===== config.mk =====
export PLATFORM = sky130hd
export DESIGN_NAME = bsr_addsub
export DESIGN_NICKNAME = d
export VERILOG_FILES = /design/src/sv/bsr_pkg.sv /design/src/sv/bsr_addsub.sv
export SDC_FILE = /design/constraint.sdc
export NUM_CORES = 1
export LEC_CHECK = 0
export BUFFER_PORTS_ARGS = -buffer_cell sky130_fd_sc_hd__buf_2
export CELL_PAD_IN_SITES_DETAIL_PLACEMENT = 0
export CELL_PAD_IN_SITES_GLOBAL_PLACEMENT = 1
export CORE_AREA = 2 2 50 52
export DETAILED_ROUTE_END_ITERATION = 12
export DIE_AREA = 0 0 52 54
export PLACE_DENSITY_LB_ADDON = 0.1
export SYNTH_ARGS = -nofsm -noshare
export SYNTH_HDL_FRONTEND = slang
export SYNTH_SLANG_ARGS = --single-unit

===== constraint.sdc =====
create_clock -name vclk -period 5.99
set_input_delay 1.797 -clock vclk [all_inputs]
set_output_delay 1.797 -clock vclk [all_outputs]
set_load 0.02 [all_outputs]

===== src/sv/bsr_pkg.sv =====
// Shared types, constants and helpers for the bounded stack.
// No dependencies; used by every file of the block except bsr_ram and the macros.
package bsr_pkg;

    // Storage geometry
    localparam int DEPTH   = 1024;
    localparam int DATA_W  = 32;
    localparam int ADDR_W  = $clog2(DEPTH);
    localparam int CNT_W   = $clog2(DEPTH + 1);

    // Field widths fixed by the interface
    localparam int CMD_W   = 2;
    localparam int STAT_W  = 2;
    localparam int COUNT_W = 11;
    localparam int CAP_W   = 11;
    localparam int CMP_W   = (CNT_W > CAP_W) ? CNT_W : CAP_W;

    // Configuration
    localparam int         PADDR_W      = 3;
    localparam logic       REG_CAPACITY = 1'b0;
    localparam logic [CAP_W-1:0] CAP_RESET = 11'd1024;

    // Command codes
    localparam logic [CMD_W-1:0] CMD_PUSH = 2'd0;
    localparam logic [CMD_W-1:0] CMD_POP  = 2'd1;
    localparam logic [CMD_W-1:0] CMD_REV  = 2'd2;

    // Status codes
    localparam logic [STAT_W-1:0] ST_OK        = 2'd0;
    localparam logic [STAT_W-1:0] ST_OVERFLOW  = 2'd1;
    localparam logic [STAT_W-1:0] ST_UNDERFLOW = 2'd2;

    // RAM request from the sequencer
    typedef struct packed {
        logic              we;
        logic [ADDR_W-1:0] waddr;
        logic [DATA_W-1:0] wdata;
        logic              re;
        logic [ADDR_W-1:0] raddr;
    } ram_req_t;

    // Operands for the shared add/subtract unit
    typedef struct packed {
        logic [CNT_W-1:0] a;
        logic [CNT_W-1:0] b;
        logic             sub;
    } au_req_t;

    // Fill level as reported on the result, masked to the field width
    function automatic logic [COUNT_W-1:0] to_count(input logic [CNT_W-1:0] fill);
        logic [CMP_W-1:0] ext;
        ext = CMP_W'(fill);
        return ext[COUNT_W-1:0];
    endfunction

endpackage


===== src/sv/bsr_addsub.sv =====
// Shared add/subtract unit for fill-level and swap-index arithmetic.
// Depends on bsr_pkg; result is one bit wider so a difference keeps its sign.
module bsr_addsub (
    input  bsr_pkg::au_req_t          req,
    output logic [bsr_pkg::CNT_W:0]   res
);
    import bsr_pkg::*;

    always_comb
    begin
        if (req.sub)
        begin
            res = {1'b0, req.a} - {1'b0, req.b};
        end
        else
        begin
            res = {1'b0, req.a} + {1'b0, req.b};
        end
    end

endmodule


==> results.yml, run 1 <==
outcome:
  status: "finished, final reports clean"
timing:
  setup_violations: 0
  fin_hold_ws_ns: 4.01
  max_freq_mhz: 168
  drv_slew: 0
  rsz0062_at_grt: "true"
  slew_headroom: 0.761
  worst_pin_slew_ns: 0.356
  final.period_utilization: 0.996
  min_period_ns: 5.97
  finalHoldViolCount: 0
setup_path:
  crit_slowest_cell: "or4_1"
  worst-setup-path-type: "in -> out"
  cp_cell_sequence: "buf_8 -> inv_4 -> ha_4 -> nand2b_4 -> nor4_2 -> buf_4 -> a21oi_2 -> xnor2_1 -> ha_1 -> nand4_1 -> o22ai_1 -> or4_1 -> a21oi_2 -> xnor2_1 -> buf_4"
  max_stage_delay_ns: 0.52
  worstPathRequired_ns: 4.19
  cp-end-kind: "output pin"
  cp-start-kind: "input pin"
  arrival_ns: 4.17
  worstPathMaxFanout: 5
logic_synthesis:
  yosys.area.top_type: "ha_1"
  ys_top_cells_by_area: "ha_1 (21%), xnor2_1 (16%), nor2_1 (9.6%)"
  yosysTopAreaCellShare: 0.214
  synth_nets: 137
  yosysSeqAreaShare: 0
  synth_commonest_cells: "nor2_1 (18), xnor2_1 (13), ha_1 (12)"
  synth-warning-count: 0
  synth_cell_types: 30
  yosysMostFrequentCell: "nor2_1"
  syn_area_sq_um: 703
  syn_inst: 101
  synth.avg_cell_area_sq_um: 6.96
layout:
  drive_gt1_frac: 0.437
  antenna_cells: 0
  finish.instance_area_sq_um: 1130
  fillers: 260
  register_area_sq_um: 0
  fin_cells: 181
  area_growth_pct: 61.0
  seq_cell_count: 0
  layout.nets: 189
  clkbuf_count: 0
placed_design:
  placed_cell_area_sq_um: 1020
  dp.cells: 180
  numPortBuffers: 35
  gp_congestion: 0.801
  dp_hpwl_mm: 1.67
global_route:
  grt_max_degree: 12
  grt_use_total: 0.138
  grt_pass1_vias: 739
  antenna_found_initial: 0
  grt_pass1_wl_mm: 3.06
  overflow: 0
detailed_routing:
  avgRoutedWirePerCell_um: 10.7
  drt-total-wl_mm: 1.94
  drt_iter0_markers: 8
  antenna_left: 0
  drt_first_pass_iters: 4
  vias: 870
  vias_per_cell: 4.81
  drc: 0
floorplanning:
  die_area_sq_um: 2810
  row_count: 18
  die_y_um: 54
  coreArea_sq_um: 2320
  die_x_um: 52
  num_io_pins: 35
  start_util: 0.303
min_path:
  min_from: "req[12]"
  hold_path_class: "in -> out"
  hold_depth: 5
  whs_endpoint: "res[0]"
power:
  irDropWorstVdd_mv: 0.0881
  leakage_nw: 0.535
  p_per_area_nw_per_um2: 167
run:
  max-cap-violations: 0
clocking:
  cts_hold_buffers: 0
==> cell usage in the layout, fill, tap and decap left out, types with 2 or more instances in the layout <==
master	Yosys	final
nor3_1	3	2
a21o_1	2	2
nor2b_1	2	2
o21ai_0	6	5
buf_4	0	19
a21oi_2	1	2
ha_4	0	2
nor2_1	18	17
nor4_1	3	2
xor2_1	4	4
o21a_1	2	2
buf_2	0	30
nand4_1	2	2
xnor2_1	13	12
a21oi_1	8	7
ha_1	12	10
nand2_1	3	2
inv_1	7	5
inv_4	0	2
==> kinds of logic (layout without fill, tap and decap cells) <==
kind of cell | after synthesis | in the layout | share of synthesized area
simple gates | 35 | 35 | 0.233
compound gates | 27 | 27 | 0.256
xor+xnor | 17 | 17 | 0.212
fa+ha+maj | 13 | 13 | 0.242
buf+inv | 8 | 58 | 0.0427
mux | 1 | 1 | 0.0142
==> metrics by stage <==
step	TNS, ns	utilization	total power, W	worst slack, ns
2_1_floorplan	0	-	0.000111	0.141
3_3_place_gp	-0.173	0.442	0.000173	-0.0564
3_5_place_dp	-0.240	0.442	0.000174	-0.0807
4_1_cts	-0.0467	0.481	0.000185	-0.0467
5_1_grt	-0.177	0.488	0.000209	-0.132
6_report	0	0.488	0.000189	0.0236
==> critical path, delay by kind of cell <==
kind / cells / cell delay, ns
AOI/OAI and AO/OA: 3 / 0.29
xor gates and xnor gates: 2 / 0.27
adders and majority gates: 2 / 0.50
buffers and inverters: 4 / 0.49
and+or+nand+nor: 4 / 0.82
==> power by group <==
group          internal (W)  leakage, nW  switching, W
Clock                     0            0             0
Sequential                0            0             0
Combinational     0.0000886        0.535      0.000100
==> worst max path at each step <==
stage | start | endpoint | slack (ns)
3_3_place_gp | req[1] | res[10] | -0.06
6_report | req[2] | res[10] | 0.02
2_1_floorplan | req[1] | res[11] | 0.14
3_5_place_dp | req[1] | res[10] | -0.08
4_1_cts | req[2] | res[10] | -0.05
5_1_grt | req[2] | res[10] | -0.13
==> area by class of cell <==
class	instances	area, sq um	share of cell area
multi-input combinational	93	744	0.657
timing repair buffer	51	319	0.282
tap	30	37.5	0.0331
inverter	7	31.3	0.0276
==> metal layers <==
metal	global-route usage	vias to the layer above	part of all wire
met2	0.245	23	0.50
li1	-	464	-
met5	0	-	0
met4	0	0	0
met1	0.197	383	0.46
met3	0.00556	0	0.044
==> repair_timing <==
action / 4_1_cts / 5_1_grt
endpoints found under the setup margin: 4 / 5
pin swaps: 9 / 7
gates cloned: 0 / 0
setup buffers: 1 / 0
gates resized for setup: 18 / 6
Power figures use the tool's default switching activity.
==> run 2, diff against run 1 <==
Settings changed: PLACE_DENSITY_LB_ADDON 0.1 to 0.3.
==> run 2 against run 1 <==
Against the previous run:
- the run now ends with negative setup slack left
- largest cell class unchanged
- wire length is 4.3% higher
- utilization grew 1.2 points
- non-clock buffer count is 7 higher
- global-route usage down 1.2 points
- first-iteration DRC count shrank 63%
- via count grew 4.6%
- die area did not move
- worst setup slack got worse by 0.083 ns
- combinational power grew 3%
- sequential share of layout area unchanged
- design area up 2.5%
==> results.yml, run 2 (synthesis gave the netlist of run 1 again) <==
timing:
  setup_violations: 2
  finalWorstSetupSlack_ns: -0.0597
  finalHoldViolCount: 0
  final.period_utilization: 1.01
  rsz0062_at_grt: "true"
  slew_headroom: 0.747
  max_freq_mhz: 165
  finalSetupTns_ns: -0.0621
  drv_slew: 0
  worst_pin_slew_ns: 0.376
  min_period_ns: 6.05
detailed_routing:
  drc: 0
  drt-total-wl_mm: 2.02
  antenna_left: 0
  vias_per_cell: 4.84
  vias: 910
  drt_iter0_markers: 3
  avgRoutedWirePerCell_um: 10.8
  drt_first_pass_iters: 4
power:
  leakage_nw: 0.563
  p_per_area_nw_per_um2: 167
  irDropWorstVdd_mv: 0.0757
  total_power_w: 0.000194
setup_path:
  worst-setup-path-type: "in -> out"
  arrival_ns: 4.25
  cp-end-kind: "output pin"
  worstPathMaxFanout: 5
  crit_path_start: "req[2]"
  worstPathRequired_ns: 4.19
  cp-start-kind: "input pin"
global_route:
  gr-usage-met3: 0
  gr-usage-met1: 0.165
  grt_pass1_wl_mm: 2.86
  busiest_layer: "met2"
  overflow: 0
  grt_use_total: 0.127
  grt_pass1_vias: 728
  grt_use_met2: 0.247
  grt_max_degree: 12
  antenna_found_initial: 0
clocking:
  cts_hold_buffers: 0
layout:
  area_growth_pct: 65.1
  clkbuf_count: 0
  final_common_cell: "buf_2"
  antenna_cells: 0
  fin_cells: 188
  layout.nets: 196
  finish.instance_area_sq_um: 1160
  register_area_sq_um: 0
  final_cell_mix: "buf_2 (29), buf_4 (27), nor2_1 (18)"
  seq_cell_count: 0
  drive_gt1_frac: 0.443
  post-route-util: 0.501
floorplanning:
  die_x_um: 52
  die_y_um: 54
  start_util: 0.303
  row_count: 18
  num_io_pins: 35
  coreArea_sq_um: 2320
  die_area_sq_um: 2810
placed_design:
  gp_congestion: 0.877
  numPortBuffers: 35
  dp_hpwl_mm: 1.65
  dp.cells: 182
  placed_cell_area_sq_um: 1040
outcome:
  failed_checks: "negative setup slack"
  status: "complete, but fails checks"
min_path:
  whs_endpoint: "res[1]"
  hold_depth: 3
  hold_path_class: "in -> out"
  min_from: "req[13]"
run:
  max-cap-violations: 0
==> run 2: layer usage <==
| layer | up-vias | wire, um |
|---|---|---|
| met1 | 417 | 912 |
| li1 | 478 | - |
| met5 | - | 0 |
| met3 | 0 | 57 |
| met2 | 15 | 1050 |
| met4 | 0 | 0 |
==> run 2: worst max path at each step <==
stage	to	slack, ns	cells past startpoint
global placement	res[10]	-0.09	13
CTS	res[10]	-0.03	15
finish	res[10]	-0.06	15
detailed placement	res[10]	-0.05	13
floorplan	res[11]	0.14	12
global route	res[10]	-0.27	15
==> run 2: per-stage QoR <==
step           setup WS, ns  hold slack [ns]
5_1_grt              -0.267             4.04
2_1_floorplan         0.141             3.79
3_3_place_gp        -0.0873             4.01
4_1_cts             -0.0281             4.02
6_report            -0.0597             4.01
3_5_place_dp        -0.0532             4.02
==> run 2: what timing repair did <==
item                                    in CTS  in global routing
pin swaps                                    0                 15
resized for setup                            4                 19
buffers inserted                             0                  6
endpoints found under the setup margin       2                  5
==> run 2: cell type report <==
type                       instances  area, sq um
fill                             242         1160
multi-input combinational         93          718
tap                               30         37.5
inverter                           7         31.3
timing repair buffer              58          374
==> run 2: worst max-delay path: stages <==
cell and delay (ns):
buf_8 0.10, inv_4 0.05, ha_4 0.14, nand2b_4 0.05, nor4_2 0.25, buf_4 0.16, a21oi_2 0.05, xnor2_1 0.13
ha_1 0.35, nand4_1 0.15, o22ai_1 0.08, or4_1 0.49, a21oi_2 0.16, xnor2_1 0.13, buf_4 0.16
==> run 2: power breakdown <==
part / switching, W / internal (W)
clock network: 0 / 0
registers: 0 / 0
logic: 0.000102 / 0.0000922
==> run 3, diff against run 2 <==
Settings changed: SETUP_SLACK_MARGIN set to 0.3, SKIP_LAST_GASP set to 1.
==> run 3 against run 2 <==
Against the previous run:
- the run now ends clean
- via count down 0.66%
- combinational power up 10%
- count of clock-buffer cells in the layout unchanged
- worst setup slack better by 0.18 ns
- die area unchanged
- critical path depth down 1
- global-route usage up 1.8 points
- critical path type unchanged
- total power up 11%
- critical endpoint unchanged
- sequential share of layout area unchanged
==> results.yml, run 3 (synthesis gave the netlist of run 1 again) <==
detailed_routing:
  drt_first_pass_iters: 4
  antenna_left: 0
  drt-total-wl_mm: 2.08
  drt_iter0_markers: 7
  vias_per_cell: 4.91
  drc: 0
  avgRoutedWirePerCell_um: 11.3
  vias: 904
placed_design:
  numPortBuffers: 35
  dp_hpwl_mm: 1.64
  dp.cells: 177
  gp_congestion: 0.902
setup_path:
  cp-start-kind: "input pin"
  worstPathRequired_ns: 4.19
  arrival_ns: 4.07
  worst-setup-path-type: "in -> out"
  cp-end-kind: "output pin"
  worstPathMaxFanout: 4
floorplanning:
  die_area_sq_um: 2810
  coreArea_sq_um: 2320
  row_count: 18
  die_x_um: 52
  die_y_um: 54
  num_io_pins: 35
  start_util: 0.303
timing:
  drv_slew: 0
  finalSetupTns_ns: 0
  setup_violations: 0
  finalHoldViolCount: 0
  min_period_ns: 5.87
  worst_pin_slew_ns: 0.402
  max_freq_mhz: 170
  final.period_utilization: 0.980
  rsz0062_at_grt: "true"
  slew_headroom: 0.730
layout:
  layout.nets: 192
  antenna_cells: 0
  drive_gt1_frac: 0.506
  seq_cell_count: 0
  fin_cells: 184
  clkbuf_count: 0
  register_area_sq_um: 0
  final_cell_mix: "buf_2 (27), buf_4 (20), nor2_1 (18)"
  area_growth_pct: 75.1
  final_common_cell: "buf_2"
global_route:
  grt_max_degree: 12
  grt_use_total: 0.144
  antenna_found_initial: 0
  grt_pass1_wl_mm: 3.21
  overflow: 0
  grt_pass1_vias: 784
run:
  max-cap-violations: 0
power:
  irDropWorstVdd_mv: 0.105
  leakage_nw: 0.575
  p_per_area_nw_per_um2: 174
min_path:
  hold_path_class: "in -> out"
clocking:
  cts_hold_buffers: 0
outcome:
  status: "finished, final reports clean"
-- run 3: worst max-delay path: stages --
cell,delay (ns)
buf_6,0.10
inv_2,0.05
ha_4,0.13
nand2b_4,0.06
nor4_4,0.19
a21oi_2,0.10
xnor2_1,0.13
ha_1,0.35
nand4_1,0.11
nor3_1,0.05
or4_1,0.53
a21oi_2,0.18
xnor2_2,0.12
buf_4,0.15
-- run 3: routing by layer --
metal,GRT usage,wire (um)
met2,0.276,1080
met1,0.180,908
met4,0.0219,14
met3,0.00556,73
met5,0,0
-- run 3: power by group --
group	switching (W)	internal (W)	leakage [nW]
Sequential	0	0	0
Combinational	0.000111	0.000104	0.575
Clock	0	0	0
Total	0.000111	0.000104	0.575
-- run 3: path summary, 6_finish.rpt --
kind / from / to / slack (ns) / depth (start not counted)
max: req[2] / res[10] / 0.12 / 14
min: req[12] / res[0] / 4.01 / 5
-- run 3: final cells by class --
class / count / area, sq um
fillers: 223 / 1090
inverters: 7 / 28.8
multi-input cells: 93 / 797
well taps: 30 / 37.5
repair buffers: 54 / 368
-- run 3: through the flow --
stage / hold WS, ns / instance area (sq um) / total power [W] / utilization / setup WS (ns)
after floorplan: 3.79 / 724 / 0.000115 / - / 0.307
after global placement: 4.01 / 1020 / 0.000172 / 0.441 / -0.000685
after detailed placement: 4.01 / 1020 / 0.000174 / 0.441 / -0.0509
after CTS: 4.01 / 1150 / 0.000199 / 0.497 / 0.0952
after global routing: 4.04 / 1230 / 0.000231 / 0.531 / -0.0475
final: 4.01 / 1230 / 0.000214 / 0.531 / 0.121
-- run 3: repair_timing --
action / 4_1_cts / 5_1_grt
endpoints found under the setup margin: 5 / 5
setup buffers: 3 / 4
resized for setup: 28 / 12
pin swaps: 8 / 16
