==> src/sv/bsr_pkg.sv <==
// Shared types, constants and helpers for the bounded stack.
// No dependencies; used by every file of the block except bsr_ram and the macros.
package bsr_pkg;

    // Storage geometry
    localparam int DEPTH   = 1024;
    localparam int DATA_W  = 32;
    localparam int ADDR_W  = $clog2(DEPTH);
    localparam int CNT_W   = $clog2(DEPTH + 1);

    // Field widths fixed by the interface
    localparam int CMD_W   = 2;
    localparam int STAT_W  = 2;
    localparam int COUNT_W = 11;
    localparam int CAP_W   = 11;
    localparam int CMP_W   = (CNT_W > CAP_W) ? CNT_W : CAP_W;

    // Configuration
    localparam int         PADDR_W      = 3;
    localparam logic       REG_CAPACITY = 1'b0;
    localparam logic [CAP_W-1:0] CAP_RESET = 11'd1024;

    // Command codes
    localparam logic [CMD_W-1:0] CMD_PUSH = 2'd0;
    localparam logic [CMD_W-1:0] CMD_POP  = 2'd1;
    localparam logic [CMD_W-1:0] CMD_REV  = 2'd2;

    // Status codes
    localparam logic [STAT_W-1:0] ST_OK        = 2'd0;
    localparam logic [STAT_W-1:0] ST_OVERFLOW  = 2'd1;
    localparam logic [STAT_W-1:0] ST_UNDERFLOW = 2'd2;

    // RAM request from the sequencer
    typedef struct packed {
        logic              we;
        logic [ADDR_W-1:0] waddr;
        logic [DATA_W-1:0] wdata;
        logic              re;
        logic [ADDR_W-1:0] raddr;
    } ram_req_t;

    // Operands for the shared add/subtract unit
    typedef struct packed {
        logic [CNT_W-1:0] a;
        logic [CNT_W-1:0] b;
        logic             sub;
    } au_req_t;

    // Fill level as reported on the result, masked to the field width
    function automatic logic [COUNT_W-1:0] to_count(input logic [CNT_W-1:0] fill);
        logic [CMP_W-1:0] ext;
        ext = CMP_W'(fill);
        return ext[COUNT_W-1:0];
    endfunction

endpackage

==> src/sv/bsr_in_if.sv <==
// Command channel of the bounded stack: valid/ready plus command payload.
// Depends on bsr_pkg for field widths.
interface bsr_in_if;
    logic                                valid;
    logic                                ready;
    logic [bsr_pkg::CMD_W-1:0]           cmd;
    logic signed [bsr_pkg::DATA_W-1:0]   push_value;

    modport source (output valid, output cmd, output push_value, input ready);
    modport sink   (input valid, input cmd, input push_value, output ready);
endinterface

==> src/sv/bsr_out_if.sv <==
// Result channel of the bounded stack: valid/ready plus result payload.
// Depends on bsr_pkg for field widths.
interface bsr_out_if;
    logic                                valid;
    logic                                ready;
    logic [bsr_pkg::STAT_W-1:0]          status;
    logic signed [bsr_pkg::DATA_W-1:0]   pop_value;
    logic [bsr_pkg::COUNT_W-1:0]         entry_count;

    modport source (output valid, output status, output pop_value, output entry_count,
                    input ready);
    modport sink   (input valid, input status, input pop_value, input entry_count,
                    output ready);
endinterface

==> src/sv/bsr_seq.sv <==
// Command sequencer of the bounded stack: fill level, swap loop, result register.
// Depends on bsr_pkg and the channel interfaces; drives the RAM and the add/sub unit.
module bsr_seq (
    input  logic                        clk,
    input  logic                        rst_n,
    bsr_in_if.sink                      cmd_ch,
    bsr_out_if.source                   res_ch,
    input  logic [bsr_pkg::CAP_W-1:0]   capacity,
    output bsr_pkg::ram_req_t           ram_req,
    input  logic [bsr_pkg::DATA_W-1:0]  rdata,
    output bsr_pkg::au_req_t            au_req,
    input  logic [bsr_pkg::CNT_W:0]     au_res
);
    import bsr_pkg::*;

    localparam logic [2:0] S_IDLE  = 3'd0;
    localparam logic [2:0] S_RD_LO = 3'd1;
    localparam logic [2:0] S_RD_HI = 3'd2;
    localparam logic [2:0] S_WR_LO = 3'd3;
    localparam logic [2:0] S_WR_HI = 3'd4;
    localparam logic [2:0] S_DONE  = 3'd5;

    logic [2:0]         state_reg, state_next;
    logic [CNT_W-1:0]   fill_reg, fill_next;
    logic [ADDR_W-1:0]  lo_reg, lo_next;
    logic [ADDR_W-1:0]  hi_reg, hi_next;
    logic [DATA_W-1:0]  tmp_reg, tmp_next;
    logic [STAT_W-1:0]  status_reg, status_next;
    logic               pop_ok_reg, pop_ok_next;
    logic               res_valid_reg, res_valid_next;
    logic [STAT_W-1:0]  res_status_reg, res_status_next;
    logic [DATA_W-1:0]  res_pop_reg, res_pop_next;
    logic [COUNT_W-1:0] res_count_reg, res_count_next;

    logic cmd_xfer;
    logic full;
    logic load_res;

    assign cmd_ch.ready = (state_reg == S_IDLE);
    assign cmd_xfer     = cmd_ch.valid && cmd_ch.ready;

    // Full when at or above the configured capacity or at the storage depth
    assign full = (CMP_W'(fill_reg) >= CMP_W'(capacity)) || (fill_reg == CNT_W'(DEPTH));

    assign load_res = (state_reg == S_DONE) && (!res_valid_reg || res_ch.ready);

    // Sequencer
    always_comb
    begin
        state_next    = state_reg;
        fill_next     = fill_reg;
        lo_next       = lo_reg;
        hi_next       = hi_reg;
        tmp_next      = tmp_reg;
        status_next   = status_reg;
        pop_ok_next   = pop_ok_reg;
        ram_req.we    = 1'b0;
        ram_req.waddr = lo_reg;
        ram_req.wdata = rdata;
        ram_req.re    = 1'b0;
        ram_req.raddr = lo_reg;
        au_req.a      = fill_reg;
        au_req.b      = CNT_W'(1);
        au_req.sub    = (cmd_ch.cmd != CMD_PUSH);

        case (state_reg)
            S_IDLE:
            begin
                if (cmd_xfer)
                begin
                    status_next = ST_OK;
                    pop_ok_next = 1'b0;
                    state_next  = S_DONE;
                    case (cmd_ch.cmd)
                        CMD_PUSH:
                        begin
                            if (full)
                            begin
                                status_next = ST_OVERFLOW;
                            end
                            else
                            begin
                                ram_req.we    = 1'b1;
                                ram_req.waddr = fill_reg[ADDR_W-1:0];
                                ram_req.wdata = cmd_ch.push_value;
                                fill_next     = au_res[CNT_W-1:0];
                            end
                        end
                        CMD_POP:
                        begin
                            if (fill_reg == '0)
                            begin
                                status_next = ST_UNDERFLOW;
                            end
                            else
                            begin
                                ram_req.re    = 1'b1;
                                ram_req.raddr = au_res[ADDR_W-1:0];
                                fill_next     = au_res[CNT_W-1:0];
                                pop_ok_next   = 1'b1;
                            end
                        end
                        CMD_REV:
                        begin
                            // Two or more entries: start swapping from both ends
                            if (fill_reg > CNT_W'(1))
                            begin
                                ram_req.re    = 1'b1;
                                ram_req.raddr = '0;
                                lo_next       = '0;
                                hi_next       = au_res[ADDR_W-1:0];
                                state_next    = S_RD_HI;
                            end
                        end
                        default:
                        begin
                            status_next = ST_OK;
                        end
                    endcase
                end
            end
            S_RD_LO:
            begin
                ram_req.re    = 1'b1;
                ram_req.raddr = lo_reg;
                state_next    = S_RD_HI;
            end
            S_RD_HI:
            begin
                // Low entry arrives; read the high one
                ram_req.re    = 1'b1;
                ram_req.raddr = hi_reg;
                tmp_next      = rdata;
                state_next    = S_WR_LO;
            end
            S_WR_LO:
            begin
                ram_req.we    = 1'b1;
                ram_req.waddr = lo_reg;
                ram_req.wdata = rdata;
                state_next    = S_WR_HI;
            end
            S_WR_HI:
            begin
                // Finish the swap; another pair remains while hi - lo > 2
                ram_req.we    = 1'b1;
                ram_req.waddr = hi_reg;
                ram_req.wdata = tmp_reg;
                au_req.a      = CNT_W'(hi_reg);
                au_req.b      = CNT_W'(lo_reg);
                au_req.sub    = 1'b1;
                lo_next       = lo_reg + ADDR_W'(1);
                hi_next       = hi_reg - ADDR_W'(1);
                if (au_res > (CNT_W + 1)'(2))
                begin
                    state_next = S_RD_LO;
                end
                else
                begin
                    state_next = S_DONE;
                end
            end
            S_DONE:
            begin
                if (load_res)
                begin
                    state_next = S_IDLE;
                end
            end
            default:
            begin
                state_next = S_IDLE;
            end
        endcase
    end

    // Result register
    always_comb
    begin
        res_valid_next  = res_valid_reg;
        res_status_next = res_status_reg;
        res_pop_next    = res_pop_reg;
        res_count_next  = res_count_reg;
        if (load_res)
        begin
            res_valid_next  = 1'b1;
            res_status_next = status_reg;
            res_pop_next    = pop_ok_reg ? rdata : '0;
            res_count_next  = to_count(fill_reg);
        end
        else if (res_ch.ready)
        begin
            res_valid_next = 1'b0;
        end
    end

    // Control state
    always_ff @(posedge clk or negedge rst_n)
    begin
        if (!rst_n)
        begin
            state_reg     <= S_IDLE;
            fill_reg      <= '0;
            res_valid_reg <= 1'b0;
        end
        else
        begin
            state_reg     <= state_next;
            fill_reg      <= fill_next;
            res_valid_reg <= res_valid_next;
        end
    end

    // Payload and loop registers
    always_ff @(posedge clk)
    begin
        lo_reg         <= lo_next;
        hi_reg         <= hi_next;
        tmp_reg        <= tmp_next;
        status_reg     <= status_next;
        pop_ok_reg     <= pop_ok_next;
        res_status_reg <= res_status_next;
        res_pop_reg    <= res_pop_next;
        res_count_reg  <= res_count_next;
    end

    assign res_ch.valid       = res_valid_reg;
    assign res_ch.status      = res_status_reg;
    assign res_ch.pop_value   = res_pop_reg;
    assign res_ch.entry_count = res_count_reg;

endmodule

==> src/flat_wrapper.sv <==
// flat-port wrapper written by rule: the top's interface ports become plain ports
module bsr_seq_flat import bsr_pkg::*;
  (clk, rst_n, capacity, ram_req, rdata, au_req, au_res, cmd_ch_valid, cmd_ch_cmd, cmd_ch_push_value, cmd_ch_ready, res_ch_valid, res_ch_status, res_ch_pop_value, res_ch_entry_count, res_ch_ready);
  bsr_in_if cmd_ch_i ();
  bsr_out_if res_ch_i ();
  input  logic clk;
  input  logic rst_n;
  input  logic [bsr_pkg::CAP_W-1:0] capacity;
  output bsr_pkg::ram_req_t ram_req;
  input  logic [bsr_pkg::DATA_W-1:0] rdata;
  output bsr_pkg::au_req_t au_req;
  input  logic [bsr_pkg::CNT_W:0] au_res;
  input wire logic [$bits(cmd_ch_i.valid)-1:0] cmd_ch_valid;
  input wire logic [$bits(cmd_ch_i.cmd)-1:0] cmd_ch_cmd;
  input wire logic [$bits(cmd_ch_i.push_value)-1:0] cmd_ch_push_value;
  output wire logic [$bits(cmd_ch_i.ready)-1:0] cmd_ch_ready;
  output wire logic [$bits(res_ch_i.valid)-1:0] res_ch_valid;
  output wire logic [$bits(res_ch_i.status)-1:0] res_ch_status;
  output wire logic [$bits(res_ch_i.pop_value)-1:0] res_ch_pop_value;
  output wire logic [$bits(res_ch_i.entry_count)-1:0] res_ch_entry_count;
  input wire logic [$bits(res_ch_i.ready)-1:0] res_ch_ready;
  assign cmd_ch_i.valid = cmd_ch_valid;
  assign cmd_ch_i.cmd = cmd_ch_cmd;
  assign cmd_ch_i.push_value = cmd_ch_push_value;
  assign cmd_ch_ready = cmd_ch_i.ready;
  assign res_ch_valid = res_ch_i.valid;
  assign res_ch_status = res_ch_i.status;
  assign res_ch_pop_value = res_ch_i.pop_value;
  assign res_ch_entry_count = res_ch_i.entry_count;
  assign res_ch_i.ready = res_ch_ready;
  bsr_seq u_core (.clk(clk), .rst_n(rst_n), .cmd_ch(cmd_ch_i), .res_ch(res_ch_i), .capacity(capacity), .ram_req(ram_req), .rdata(rdata), .au_req(au_req), .au_res(au_res));
endmodule
==> config.mk <==
export PLATFORM = sky130hd
export DESIGN_NAME = bsr_seq_flat
export DESIGN_NICKNAME = d
export VERILOG_FILES = /design/src/sv/bsr_pkg.sv /design/src/sv/bsr_in_if.sv /design/src/sv/bsr_out_if.sv /design/src/sv/bsr_seq.sv /design/src/flat_wrapper.sv
export SDC_FILE = /design/constraint.sdc
export NUM_CORES = 1
export LEC_CHECK = 0
export BUFFER_PORTS_ARGS = -buffer_cell sky130_fd_sc_hd__buf_4
export CAP_MARGIN = 25
export CORE_MARGIN = 2
export CORE_UTILIZATION = 37
export CTS_BUF_LIST = sky130_fd_sc_hd__clkbuf_4 sky130_fd_sc_hd__clkbuf_8
export CTS_CLUSTER_DIAMETER = 50
export DETAILED_ROUTE_END_ITERATION = 7
export HOLD_SLACK_MARGIN = 0.06
export PLACE_DENSITY_LB_ADDON = 0.1
export SYNTH_ARGS = -nofsm -noshare
export SYNTH_HDL_FRONTEND = slang
export SYNTH_SLANG_ARGS = --single-unit
==> constraint.sdc <==
create_clock -name clk -period 7.1 [get_ports clk]
set_clock_uncertainty 0.15 [all_clocks]
set_input_delay 0.355 -clock clk [delete_from_list [all_inputs] [get_ports clk]]
set_output_delay 0.355 -clock clk [all_outputs]
set_load 0.02 [all_outputs]
==> summary.txt <==
H-tree levels: 4
initial antenna violation count: 0
Syn Nets: 674
Post-synth ARST share: 13.0%
post-DP HPWL: 13500 microns
synthesized area: 6270 sq um
register area share after synthesis: 53.9%
setup violators final: 0
pwr dens: 389 nW/um^2
RSZ-0062 raised after global routing: false
clock-pin slew on the worst setup and hold paths: 80 ps
drt pass-1 iters: 4
Crit Path Max Fanout: 44
final core occ: 54.2%
Layout Area Growth over Synthesis: 43.4%
die area: 18000 sq um
Worst-Skew Late Latency: 440 ps
Post-synth top flop: edfxtp_1
EDFF count, synth: 100
Min-Delay Path Class: in -> async
total grt overflow: 0
Boundary Pins: 217
pin count of the biggest net entering global routing: 46
CP bufs+invs: 2
Clock Tree Buf Depth: 2
Fin Setup TNS: 0 ps
drt initial violations: 429
Comb pwr share: 47.3%
Switching Share: 40.7%
# diodes: 0
r2r worst-path depth: 5
TritonCTS clock tree: yes
yosys warns: 0
part of the power in registers: 33.7%
first-pass GRT wire length: 29500 microns
number of max-cap violations: 0
pre-CTS setup slack: 2620 ps
DIE HEIGHT: 134 microns
gr usage total: 21.7%
Initial Util: 37.8%
CP startpoint kind: flip-flop
hold_buf cts: 44
Slowest-stage cell, CP: dfrtp_1
Static Leak: 3.68 nW
Via density: 5.22
clock sink count: 115
setup bufs post-CTS: 0
element type at the critical path end: primary output
Final Hold Vio Count: 0
Antenna Violating Nets Remaining: 0
RR Endpoint: u_core.hi_reg[4]
Worst-Margin Slew: 1020 ps
post-synthesis register bit count: 115
Avg Cell Area, Syn: 11.1 sq um
CP required: 6590 ps
clk root buf: clkbuf_8
status: complete, no violations
slowest stage delay, CP: 1020 ps
worst setup margin: 2370 ps
Die W: 134 microns
Routed wire per std cell: 18.9 microns
P_int: 2.08 mW
# port buffers: 215
share of cells above drive strength 1: 34.4%
Psw: 1.42 mW
FILL cells: 1468
Core ar.: 16600 sq um
Worst VDD drop: 0.290 mV
CTS buffer count: 17
Clk pwr share: 19.0%
Setup CP Type: reg -> out
Cells after Synth: 565
ratio of final minimum period to clock period: 66.6%
min Tclk post-route: 4730 ps
DR DRC count: 0
hold_ws: 164 ps
Final Slew Violations: 0
Yosys cell types: 57
vias in the first global route: 5233
reg-to-reg critical path startpoint: u_core.state_reg[1]
flop-to-flop setup slack: 3660 ps
Critical Path, Cell by Cell: nor2_1 > buf_4 > nand2_2 > nand2_2 > o221a_2 > buf_4
final wirelength: 19700 microns
Arr. time, crit path: 4230 ps
vias: 5453
CTS resizes: 0
crit-path leading delay family: simple AND/OR/NAND/NOR gates
layout net count: 923
relative slew slack: 31.7%
# rows: 47
most common cell after layout, fill and taps aside: buf_4
FMAX: 0.211 GHz
most frequent cells in the layout: 222 x buf_4, 100 x edfxtp_1, 56 x nand2_1, 49 x nor2_1, 46 x dlygate4sd3_1
routability congestion estimate: 0.877
layout make-up:
class	count	area, sq um	area share, %
Clock buffer	17	234	2.60
Clock inverter	13	191	2.13
Inverter	20	75.1	0.835
Multi-Input combinational cell	391	2680	29.8
Sequential cell	115	3380	37.6
Tap cell	220	275	3.06
Timing Repair Buffer	269	2150	24.0
worst max-delay path by stage:
| stage | startpoint | end | depth (start not counted) |
|---|---|---|---|
| detailed placement | u_core.state_reg[1] | ram_req[33] | 5 |
| floorplan | u_core.state_reg[1] | ram_req[9] | 5 |
| global route | u_core.state_reg[1] | ram_req[15] | 6 |
| finish | u_core.state_reg[1] | ram_req[33] | 6 |
| CTS | u_core.state_reg[1] | ram_req[33] | 5 |
| global placement | u_core.state_reg[1] | ram_req[52] | 5 |
cells in the mapped netlist (2+ instances only):
master	n	area, sq um
a211oi_1	9	67.6
a21oi_1	21	105
a2bb2oi_1	11	96.3
and2_1	36	225
and3_1	9	56.3
buf_1	3	11.3
buf_2	6	30.0
buf_4	4	30.0
clkbuf_1	25	93.8
dfrtp_1	15	375
edfxtp_1	100	3000
ha_1	16	200
inv_1	19	71.3
mux2_4	10	150
nand2_1	58	218
nand3_1	6	30.0
nand3b_1	2	15.0
nand4_1	3	18.8
nor2_1	50	188
nor2b_1	4	25.0
nor3_1	6	30.0
nor3_4	2	32.5
nor4_1	5	31.3
o2111ai_1	5	43.8
o21a_1	35	263
o21ai_0	19	95.1
o21ai_1	2	10.0
o221a_2	7	78.8
o22a_1	33	289
or3_1	5	31.3
xnor2_1	8	70.1
xor2_1	6	52.6
metal layers:
layer  track usage (%)  vias to the layer above  wire, microns
met1              28.9                     2604           8710
met3              4.42                       13           1420
met4              5.50                        0            179
met5                 0                        -              0
li1                  -                     2581              -
met2              36.2                      255           9430
power by group through the flow:
| stage | clock network [mW] | logic, mW | registers [mW] |
|---|---|---|---|
| floorplan | 0 | 1.03 | 1.11 |
| global placement | 0 | 1.60 | 1.18 |
| detailed placement | 0 | 1.61 | 1.19 |
| CTS | 0.678 | 1.64 | 1.18 |
| global route | 0.706 | 1.78 | 1.20 |
| finish | 0.666 | 1.66 | 1.18 |
through the flow:
step | power, mW | cell area [sq um] | cells
after floorplan | 2.14 | 6270 | 565
after global placement | 2.78 | 8070 | 967
after detailed placement | 2.80 | 8070 | 967
after CTS | 3.50 | 8930 | 1041
after global routing | 3.69 | 8990 | 1045
final | 3.50 | 8990 | 1045
worst register-to-register path: cells and delay by family, from the launching register on:
family | cells | cell delay, ps
AO/OA/AOI/OAI | 1 | 190
buffers and inverters | 2 | 850
flip-flops | 1 | 1020
AND/OR/NAND/NOR | 2 | 950
logic make-up after synthesis:
kind of cell | count (synthesis) | share of synthesized area [%]
simple gates | 196 | 15.9
compound gates | 153 | 18.4
flops | 115 | 53.9
buf+inv | 59 | 4.01
fa+ha+maj | 16 | 3.19
xor+xnor | 14 | 1.96
mux | 11 | 2.57
other cells | 1 | 0.0598
Power figures use the tool's default switching activity.
